===== src/rtl/ust_pkg.sv =====
// Shared types and constants of the unordered set table.
// No dependencies; imported by every module of the block but ust_ram.
package ust_pkg;

    localparam int REQ_W       = 2;
    localparam int KEY_W       = 32;
    localparam int COUNT_W     = 7;
    localparam int IN_TDATA_W  = 40;
    localparam int OUT_TDATA_W = 16;

    localparam logic [REQ_W-1:0] REQ_INSERT = 2'd0;
    localparam logic [REQ_W-1:0] REQ_DELETE = 2'd1;
    localparam logic [REQ_W-1:0] REQ_LOOKUP = 2'd2;

    typedef struct packed {
        logic               found;
        logic               changed;
        logic               full_refused;
        logic [COUNT_W-1:0] count;
    } t_result;

endpackage


===== src/rtl/ust_ram.sv =====
// Key storage: single-port-write, single-port-read RAM with registered read data.
// Depends on nothing but its parameters.
module ust_ram #(
    parameter int DEPTH  = 64,
    parameter int DATA_W = 32,
    parameter int ADDR_W = 6
) (
    input  logic              i_clk,
    input  logic              i_wr_en,
    input  logic [ADDR_W-1:0] i_wr_addr,
    input  logic [DATA_W-1:0] i_wr_data,
    input  logic              i_rd_en,
    input  logic [ADDR_W-1:0] i_rd_addr,
    output logic [DATA_W-1:0] o_rd_data
);

    logic [DATA_W-1:0] r_mem [DEPTH];
    logic [DATA_W-1:0] r_rd_data;

    always_ff @(posedge i_clk) begin
        if (i_wr_en) begin
            r_mem[i_wr_addr] <= i_wr_data;
        end
        if (i_rd_en) begin
            r_rd_data <= r_mem[i_rd_addr];
        end
    end

    assign o_rd_data = r_rd_data;

endmodule


===== src/rtl/ust_ctrl.sv =====
// Request sequencer: scans the key RAM, then appends, moves or leaves entries.
// Depends on ust_pkg; drives the ports of ust_ram.
module ust_ctrl
    import ust_pkg::*;
#(
    parameter int CAPACITY = 64,
    parameter int KW       = 32,
    parameter int AW       = 6,
    parameter int OCC_W    = 7
) (
    input  logic             i_clk,
    input  logic             i_rst_n,
    input  logic             i_req_valid,
    output logic             o_req_ready,
    input  logic [REQ_W-1:0] i_req_type,
    input  logic [KEY_W-1:0] i_key,
    output logic             o_mem_rd_en,
    output logic [AW-1:0]    o_mem_rd_addr,
    input  logic [KW-1:0]    i_mem_rd_data,
    output logic             o_mem_wr_en,
    output logic [AW-1:0]    o_mem_wr_addr,
    output logic [KW-1:0]    o_mem_wr_data,
    output logic             o_res_valid,
    input  logic             i_res_ready,
    output t_result          o_res
);

    localparam int EXT_W = (OCC_W > COUNT_W) ? OCC_W : COUNT_W;

    typedef enum logic [2:0] {
        S_IDLE,
        S_SCAN,
        S_ACT,
        S_MOVE,
        S_DONE
    } t_state;

    t_state             r_state,   n_state;
    logic [OCC_W-1:0]   r_occ,     n_occ;
    logic [KW-1:0]      r_key,     n_key;
    logic [REQ_W-1:0]   r_type,    n_type;
    logic [OCC_W-1:0]   r_issue,   n_issue;
    logic [OCC_W-1:0]   r_chk,     n_chk;
    logic               r_chk_vld, n_chk_vld;
    logic [AW-1:0]      r_slot,    n_slot;
    logic               r_found,   n_found;
    logic               r_changed, n_changed;
    logic               r_refused, n_refused;

    logic [OCC_W-1:0]   occ_last;
    logic [EXT_W-1:0]   occ_ext;

    assign occ_last = r_occ - OCC_W'(1);
    assign occ_ext  = EXT_W'(r_occ);

    always_comb begin
        n_state       = r_state;
        n_occ         = r_occ;
        n_key         = r_key;
        n_type        = r_type;
        n_issue       = r_issue;
        n_chk         = r_chk;
        n_chk_vld     = 1'b0;
        n_slot        = r_slot;
        n_found       = r_found;
        n_changed     = r_changed;
        n_refused     = r_refused;
        o_req_ready   = 1'b0;
        o_res_valid   = 1'b0;
        o_mem_rd_en   = 1'b0;
        o_mem_rd_addr = r_issue[AW-1:0];
        o_mem_wr_en   = 1'b0;
        o_mem_wr_addr = r_occ[AW-1:0];
        o_mem_wr_data = r_key;

        unique case (r_state)
            S_IDLE: begin
                o_req_ready = 1'b1;
                if (i_req_valid) begin
                    n_key     = i_key[KW-1:0];
                    n_type    = i_req_type;
                    n_issue   = '0;
                    n_found   = 1'b0;
                    n_changed = 1'b0;
                    n_refused = 1'b0;
                    n_state   = (r_occ == '0) ? S_ACT : S_SCAN;
                end
            end
            S_SCAN: begin
                // reads are pipelined: compare the entry issued last cycle
                if (r_issue < r_occ) begin
                    o_mem_rd_en = 1'b1;
                    n_issue     = r_issue + OCC_W'(1);
                end
                n_chk_vld = o_mem_rd_en;
                n_chk     = r_issue;
                if (r_chk_vld) begin
                    if (i_mem_rd_data == r_key) begin
                        n_found   = 1'b1;
                        n_slot    = r_chk[AW-1:0];
                        n_chk_vld = 1'b0;
                        n_state   = S_ACT;
                    end else if (r_chk == occ_last) begin
                        n_chk_vld = 1'b0;
                        n_state   = S_ACT;
                    end
                end
            end
            S_ACT: begin
                n_state = S_DONE;
                if (r_type == REQ_INSERT && !r_found) begin
                    if (r_occ < OCC_W'(CAPACITY)) begin
                        o_mem_wr_en = 1'b1;
                        n_occ       = r_occ + OCC_W'(1);
                        n_changed   = 1'b1;
                    end else begin
                        n_refused = 1'b1;
                    end
                end else if (r_type == REQ_DELETE && r_found) begin
                    // fetch the last entry to fill the hole
                    o_mem_rd_en   = 1'b1;
                    o_mem_rd_addr = occ_last[AW-1:0];
                    n_changed     = 1'b1;
                    n_state       = S_MOVE;
                end
            end
            S_MOVE: begin
                o_mem_wr_en   = 1'b1;
                o_mem_wr_addr = r_slot;
                o_mem_wr_data = i_mem_rd_data;
                n_occ         = occ_last;
                n_state       = S_DONE;
            end
            S_DONE: begin
                o_res_valid = 1'b1;
                if (i_res_ready) begin
                    n_state = S_IDLE;
                end
            end
            default: begin
                n_state = S_IDLE;
            end
        endcase
    end

    always_ff @(posedge i_clk) begin
        if (!i_rst_n) begin
            r_state   <= S_IDLE;
            r_occ     <= '0;
            r_chk_vld <= 1'b0;
        end else begin
            r_state   <= n_state;
            r_occ     <= n_occ;
            r_chk_vld <= n_chk_vld;
        end
        r_key     <= n_key;
        r_type    <= n_type;
        r_issue   <= n_issue;
        r_chk     <= n_chk;
        r_slot    <= n_slot;
        r_found   <= n_found;
        r_changed <= n_changed;
        r_refused <= n_refused;
    end

    assign o_res.found        = r_found;
    assign o_res.changed      = r_changed;
    assign o_res.full_refused = r_refused;
    assign o_res.count        = occ_ext[COUNT_W-1:0];

endmodule


===== src/rtl/ust_out.sv =====
// Output register stage: holds one result while the sequencer moves on.
// Depends on ust_pkg for the result struct and packing widths.
module ust_out
    import ust_pkg::*;
(
    input  logic                   i_clk,
    input  logic                   i_rst_n,
    input  logic                   i_res_valid,
    output logic                   o_res_ready,
    input  t_result                i_res,
    output logic                   o_tvalid,
    input  logic                   i_tready,
    output logic [OUT_TDATA_W-1:0] o_tdata
);

    logic    r_valid;
    t_result r_res;

    assign o_res_ready = !r_valid || i_tready;

    always_ff @(posedge i_clk) begin
        if (!i_rst_n) begin
            r_valid <= 1'b0;
        end else if (o_res_ready) begin
            r_valid <= i_res_valid;
        end
        if (o_res_ready && i_res_valid) begin
            r_res <= i_res;
        end
    end

    assign o_tvalid = r_valid;
    assign o_tdata  = {(OUT_TDATA_W - COUNT_W - 3)'(0), r_res.count,
                       r_res.full_refused, r_res.changed, r_res.found};

endmodule


===== src/rtl/unordered_set_table_core.sv =====
// Top level of the unordered set table: request stream in, result stream out.
// Depends on ust_pkg, ust_ram, ust_ctrl and ust_out.
//
// Usage:
//   s_axis carries one request per transaction: insert, delete or lookup of a key.
//   m_axis returns exactly one result per request, in request order.
//   Keys sit unordered in a CAPACITY-deep RAM; occupancy is held in a register.
//   Each request scans the occupied entries with one RAM read per cycle,
//   stopping at the first match. A request passes through accept, scan,
//   update, delete move (deletes only) and result hand-off to m_axis_tvalid;
//   a hit ends the scan early. Requests are taken one at a time: a new one
//   is accepted only after the last result has gone to the output register.
//   The scan walks the single RAM read port.
//   A delete copies the last entry into the freed slot in an extra move state.
//   Reset (i_rst_n low, synchronous) empties the table at once; RAM contents
//   are not cleared, since only entries below the occupancy are ever read.
//   If m_axis_tready is low, the result waits in the output register and one
//   further request is still taken and processed; it then holds until the
//   output register frees up.
module unordered_set_table_core
    import ust_pkg::*;
#(
    parameter int CAPACITY = 64,
    parameter int KEY_BITS = 32
) (
    input  logic                   i_clk,
    input  logic                   i_rst_n,
    input  logic                   s_axis_tvalid,
    output logic                   s_axis_tready,
    input  logic [IN_TDATA_W-1:0]  s_axis_tdata,  // req_type[1:0], key[33:2]
    output logic                   m_axis_tvalid,
    input  logic                   m_axis_tready,
    output logic [OUT_TDATA_W-1:0] m_axis_tdata   // found, changed, full_refused, count[9:3]
);

    localparam int AW    = $clog2(CAPACITY);
    localparam int OCC_W = $clog2(CAPACITY + 1);
    localparam int KW    = (KEY_BITS < KEY_W) ? KEY_BITS : KEY_W;

    logic          mem_rd_en;
    logic [AW-1:0] mem_rd_addr;
    logic [KW-1:0] mem_rd_data;
    logic          mem_wr_en;
    logic [AW-1:0] mem_wr_addr;
    logic [KW-1:0] mem_wr_data;
    logic          res_valid;
    logic          res_ready;
    t_result       res;

    ust_ram #(
        .DEPTH  (CAPACITY),
        .DATA_W (KW),
        .ADDR_W (AW)
    ) u_ram (
        .i_clk     (i_clk),
        .i_wr_en   (mem_wr_en),
        .i_wr_addr (mem_wr_addr),
        .i_wr_data (mem_wr_data),
        .i_rd_en   (mem_rd_en),
        .i_rd_addr (mem_rd_addr),
        .o_rd_data (mem_rd_data)
    );

    ust_ctrl #(
        .CAPACITY (CAPACITY),
        .KW       (KW),
        .AW       (AW),
        .OCC_W    (OCC_W)
    ) u_ctrl (
        .i_clk         (i_clk),
        .i_rst_n       (i_rst_n),
        .i_req_valid   (s_axis_tvalid),
        .o_req_ready   (s_axis_tready),
        .i_req_type    (s_axis_tdata[REQ_W-1:0]),
        .i_key         (s_axis_tdata[REQ_W+KEY_W-1:REQ_W]),
        .o_mem_rd_en   (mem_rd_en),
        .o_mem_rd_addr (mem_rd_addr),
        .i_mem_rd_data (mem_rd_data),
        .o_mem_wr_en   (mem_wr_en),
        .o_mem_wr_addr (mem_wr_addr),
        .o_mem_wr_data (mem_wr_data),
        .o_res_valid   (res_valid),
        .i_res_ready   (res_ready),
        .o_res         (res)
    );

    ust_out u_out (
        .i_clk       (i_clk),
        .i_rst_n     (i_rst_n),
        .i_res_valid (res_valid),
        .o_res_ready (res_ready),
        .i_res       (res),
        .o_tvalid    (m_axis_tvalid),
        .i_tready    (m_axis_tready),
        .o_tdata     (m_axis_tdata)
    );

endmodule


===== config.mk =====
export PLATFORM = sky130hd
export DESIGN_NAME = unordered_set_table_core
export DESIGN_NICKNAME = d
export VERILOG_FILES = /design/src/rtl/ust_pkg.sv /design/src/rtl/ust_ram.sv /design/src/rtl/ust_ctrl.sv /design/src/rtl/ust_out.sv /design/src/rtl/unordered_set_table_core.sv
export SDC_FILE = /design/constraint.sdc
export NUM_CORES = 2
export LEC_CHECK = 0
export BUFFER_PORTS_ARGS = -buffer_cell sky130_fd_sc_hd__buf_2
export CAP_MARGIN = 20
export CORE_ASPECT_RATIO = 0.8
export CORE_MARGIN = 3
export CORE_UTILIZATION = 50
export DETAILED_ROUTE_END_ITERATION = 10
export GPL_TIMING_DRIVEN = 0
export PLACE_DENSITY = 0.66
export SYNTH_ARGS = -nofsm -noshare
export SYNTH_HDL_FRONTEND = slang
export SYNTH_SLANG_ARGS = --single-unit

===== constraint.sdc =====
create_clock -name i_clk -period 4.6 [get_ports i_clk]
set_input_delay 0.23 -clock i_clk [delete_from_list [all_inputs] [get_ports i_clk]]
set_output_delay 0.23 -clock i_clk [all_outputs]
set_load 0.03 [all_outputs]

==> flow_summary_export.csv <==
group,metric,value,unit
global_route,grt_max_degree,65,
worst_setup_path,crit_type,"flop to flop",
global_route,grt_use_total,37.5,%
synthesis,synth_warnings,0,
finish,mostFrequentLayoutCells,"edfxtp_1 (2147), nand2_1 (624), mux2i_1 (281)",
cts,clkSinkCount,2159,
drt,ant_nets,0,
synthesis,ys_ff_latch,2159,
place,hpwl,229,mm
finish,layout-drive-gt1-share,22.4,%
status,status,"complete, but fails checks",
sta,timing.fmax,210,MHz
global_route,antenna_found_initial,27,
worst_setup_path,cp_data_required_time,5.18,ns
finish,nNetsFinal,5285,
hold_path,worstHoldPathType,"input port to flop",
pwr,power,0.0631,W
synthesis,synthArstFlopShare,0,%
drt,drtIter0Drc,12700,
synthesis,synthCells,4754,
worst_setup_path,crit_fanout,10,
die,ios,62,
drt,drtPass1Iterations,9,
place,place.gp.congestion,1.04,
sta,worst_slack,-0.172,ns
place,place_area,0.0913,sq mm
finish,fin_cells,7652,
worst_setup_path,arrival,5.36,ns
drt,via_per_inst,7.05,
sta,slew_violations,0,
synthesis,ys.flop_type,"edfxtp_1",
die,die_w,465,um
sta,fin_worst_skew,0.0626,ns
finish,final_core_util,59.5,%
pwr,leakagePower,32.3,nW
sta,tns,-2.06,ns
die,start_util,50.4,%
global_route,overflow,0,
cts,insertion_delay,0.88,ns
cts,cts_tree,"built",
finish,final_common_cell,"edfxtp_1",
cts,path_clk_slew,0.06,ns
cts,cts_root_buf,"clkbuf_16",
worst_setup_path,rr_worst_depth,11,
global_route,grt_pass1_vias,49100,
synthesis,synth.area.top_cells,"edfxtp_1 (77%), mux4_2 (6.6%), mux2i_1 (3.4%)",
hold_path,holdPathEnd,"u_ctrl.r_key[24]",
sta,rsz0062_at_grt,"true",
place,port_buffers,49,
finish,final_cell_area,0.0995,sq mm
worst_setup_path,r2r_start,"u_ctrl.occ_ext[0]",
cts,cts_buffer_depth,3,
sta,fin_crit_sh,104,%
synthesis,synth_cell_type_count,77,
job,cap_violations,0,
pwr,powerDensity,635,mW/mm^2
synthesis,avgSynthCellArea,17.7,sq um
cts,cts_buffers,201,
drt,wl_per_cell,43.0,um
die,core,0.167,sq mm
synthesis,synth_top_area_share,76.5,%
die,row_count,134,
drt,routed_wl,329,mm
global_route,grt_pass1_wl,435,mm
place,dp.cells,7218,
status,violations,"negative setup slack",
die,die_area,0.173,sq mm
hold_path,worstHoldStart,"s_axis_tdata[26]",
cts,cts_max_level,4,
sta,timing.final.crit_period,4.77,ns
pwr,ir_drop,427,uV
hold_path,hold_depth,2,
synthesis,synth_edf_count,2147,
synthesis,synth-seq-area-share,76.8,%
worst_setup_path,start_kind,"flop",
synthesis,syn_area,0.0842,sq mm
synthesis,synth_area_leader_cell,"edfxtp_1",
drt,drc,0,
sta,hold_viol_final,0,
worst_setup_path,regToRegEndpoint,"u_ram.o_rd_data[1]",
worst_setup_path,cp-end-kind,"flop",
worst_setup_path,r2r_slack,-0.17,ns
die,die_h,373,um
finish,area_growth,18.1,%
sta,relSlewSlack,12.6,%
sta,setup_viol,25,
drt,via_count,54000,
sta,tightest_slew,1.31,ns
logic make-up (layout without fill, tap and decap cells):
group	Yosys count	after routing	synth area share, %
flops	2159	2159	76.8
simple gates	1070	1070	5.44
compound gates	624	624	5.27
mux	546	546	10.2
buf+inv	288	924	1.57
xor+xnor	56	56	0.582
fa+ha+maj	10	10	0.149
other cells	1	19	0.00445
through the flow:
step | hold WS (ns) | setup slack [ns]
3_5_place_dp | 0.409 | -2.72
5_1_grt | 0.0693 | -0.0118
6_report | 0.0639 | -0.172
2_1_floorplan | 0.329 | 0.454
4_1_cts | 0.0217 | -0.00786
3_3_place_gp | 0.403 | -3.39
sequential cells by signal, indices dropped and copies added, names as in the netlist, 3 cells and up:
| name | cells |
|---|---|
| u_ram.r_mem | 2048 |
| u_ctrl.r_key | 32 |
| u_ram.o_rd_data | 32 |
| u_out.o_tdata | 10 |
| u_ctrl.occ_ext | 7 |
| u_ctrl.r_chk | 7 |
| u_ctrl.r_issue | 7 |
| u_ctrl.r_slot | 6 |
| u_ctrl.r_state | 3 |
synth_stat cells (5+ instances only):
cell / count
edfxtp_1: 2147
nand2_1: 657
mux2i_1: 286
mux4_2: 245
nand3_1: 160
a21oi_1: 156
clkbuf_1: 130
nor2_1: 117
a32oi_1: 82
buf_2: 78
o22ai_1: 60
a22oi_1: 54
xnor2_1: 45
a31oi_1: 40
buf_1: 35
a211oi_1: 33
o21ai_0: 31
nand4_1: 29
o221ai_1: 26
nor3_1: 23
buf_4: 22
and3_1: 20
or4_1: 19
o31ai_1: 13
a222oi_1: 12
dfxtp_1: 12
inv_1: 12
nor4_1: 12
a21o_1: 11
o2111ai_1: 11
o32ai_1: 11
or3_1: 11
xor2_1: 11
a311oi_1: 10
ha_1: 10
mux2_2: 9
a221oi_1: 8
buf_6: 8
o41ai_1: 8
nand3b_1: 7
a221o_1: 6
mux2_1: 6
a221oi_2: 5
a32o_1: 5
final cells by class:
cell class	count	area (sq um)
Antenna cell	13	32.5
Buffer	270	1900
Clock buffer	255	5320
Clock inverter	112	957
Fill cell	12000	67700
Inverter	15	60.1
Multi-Input combinational cell	2312	19500
Sequential cell	2159	64700
Tap cell	2244	2810
Timing Repair Buffer	272	4170
timing repair:
action	4_1_cts	5_1_grt
endpoints found under the setup margin	32	56
endpoints found under the hold margin	48	0
resized for setup	354	76
hold buffers	38	0
pin swaps	10	15
setup buffers	8	8
routing by layer:
layer	GRT usage [%]	up-vias	part of all wire, %
li1	-	20100	-
met1	50.3	27200	35
met2	48.3	5470	39
met3	21.9	1153	20
met4	18.0	24	6.3
met5	0.275	-	0.13
worst max-delay path by stage:
| stage | startpoint | end | slack (ns) | cells after the start |
|---|---|---|---|---|
| after global routing | u_ctrl.occ_ext[0] | u_ram.o_rd_data[5] | -0.01 | 12 |
| after CTS | u_ctrl.occ_ext[0] | u_ram.o_rd_data[2] | -0.008 | 14 |
| after global placement | u_ctrl.r_state[2] | u_ram.r_mem[38][3] | -3.39 | 8 |
| after floorplan | u_ctrl.r_state[2] | u_ram.r_mem[15][0] | 0.45 | 8 |
| final | u_ctrl.occ_ext[0] | u_ram.o_rd_data[1] | -0.17 | 11 |
| after detailed placement | u_ctrl.occ_ext[0] | u_ram.o_rd_data[17] | -2.72 | 14 |
report_power, final:
part / total, W / internal (W) / switching [W]
registers: 0.0238 / 0.0235 / 0.000297
logic: 0.0230 / 0.00643 / 0.0165
clock network: 0.0163 / 0.00886 / 0.00748
total: 0.0631 / 0.0388 / 0.0243
worst max-delay path, cell delays in order (launching register included):
cell	delay, ns
dfxtp_2	0.41
clkbuf_4	0.29
clkinvlp_4	0.23
ha_2	0.33
nor3b_1	0.19
xnor2_2	0.41
nor2_1	0.24
a32oi_2	0.72
clkbuf_1	0.67
buf_8	0.26
a21oi_1	0.17
or4_1	0.54
Note: power is estimated with default switching activity, not from simulation.
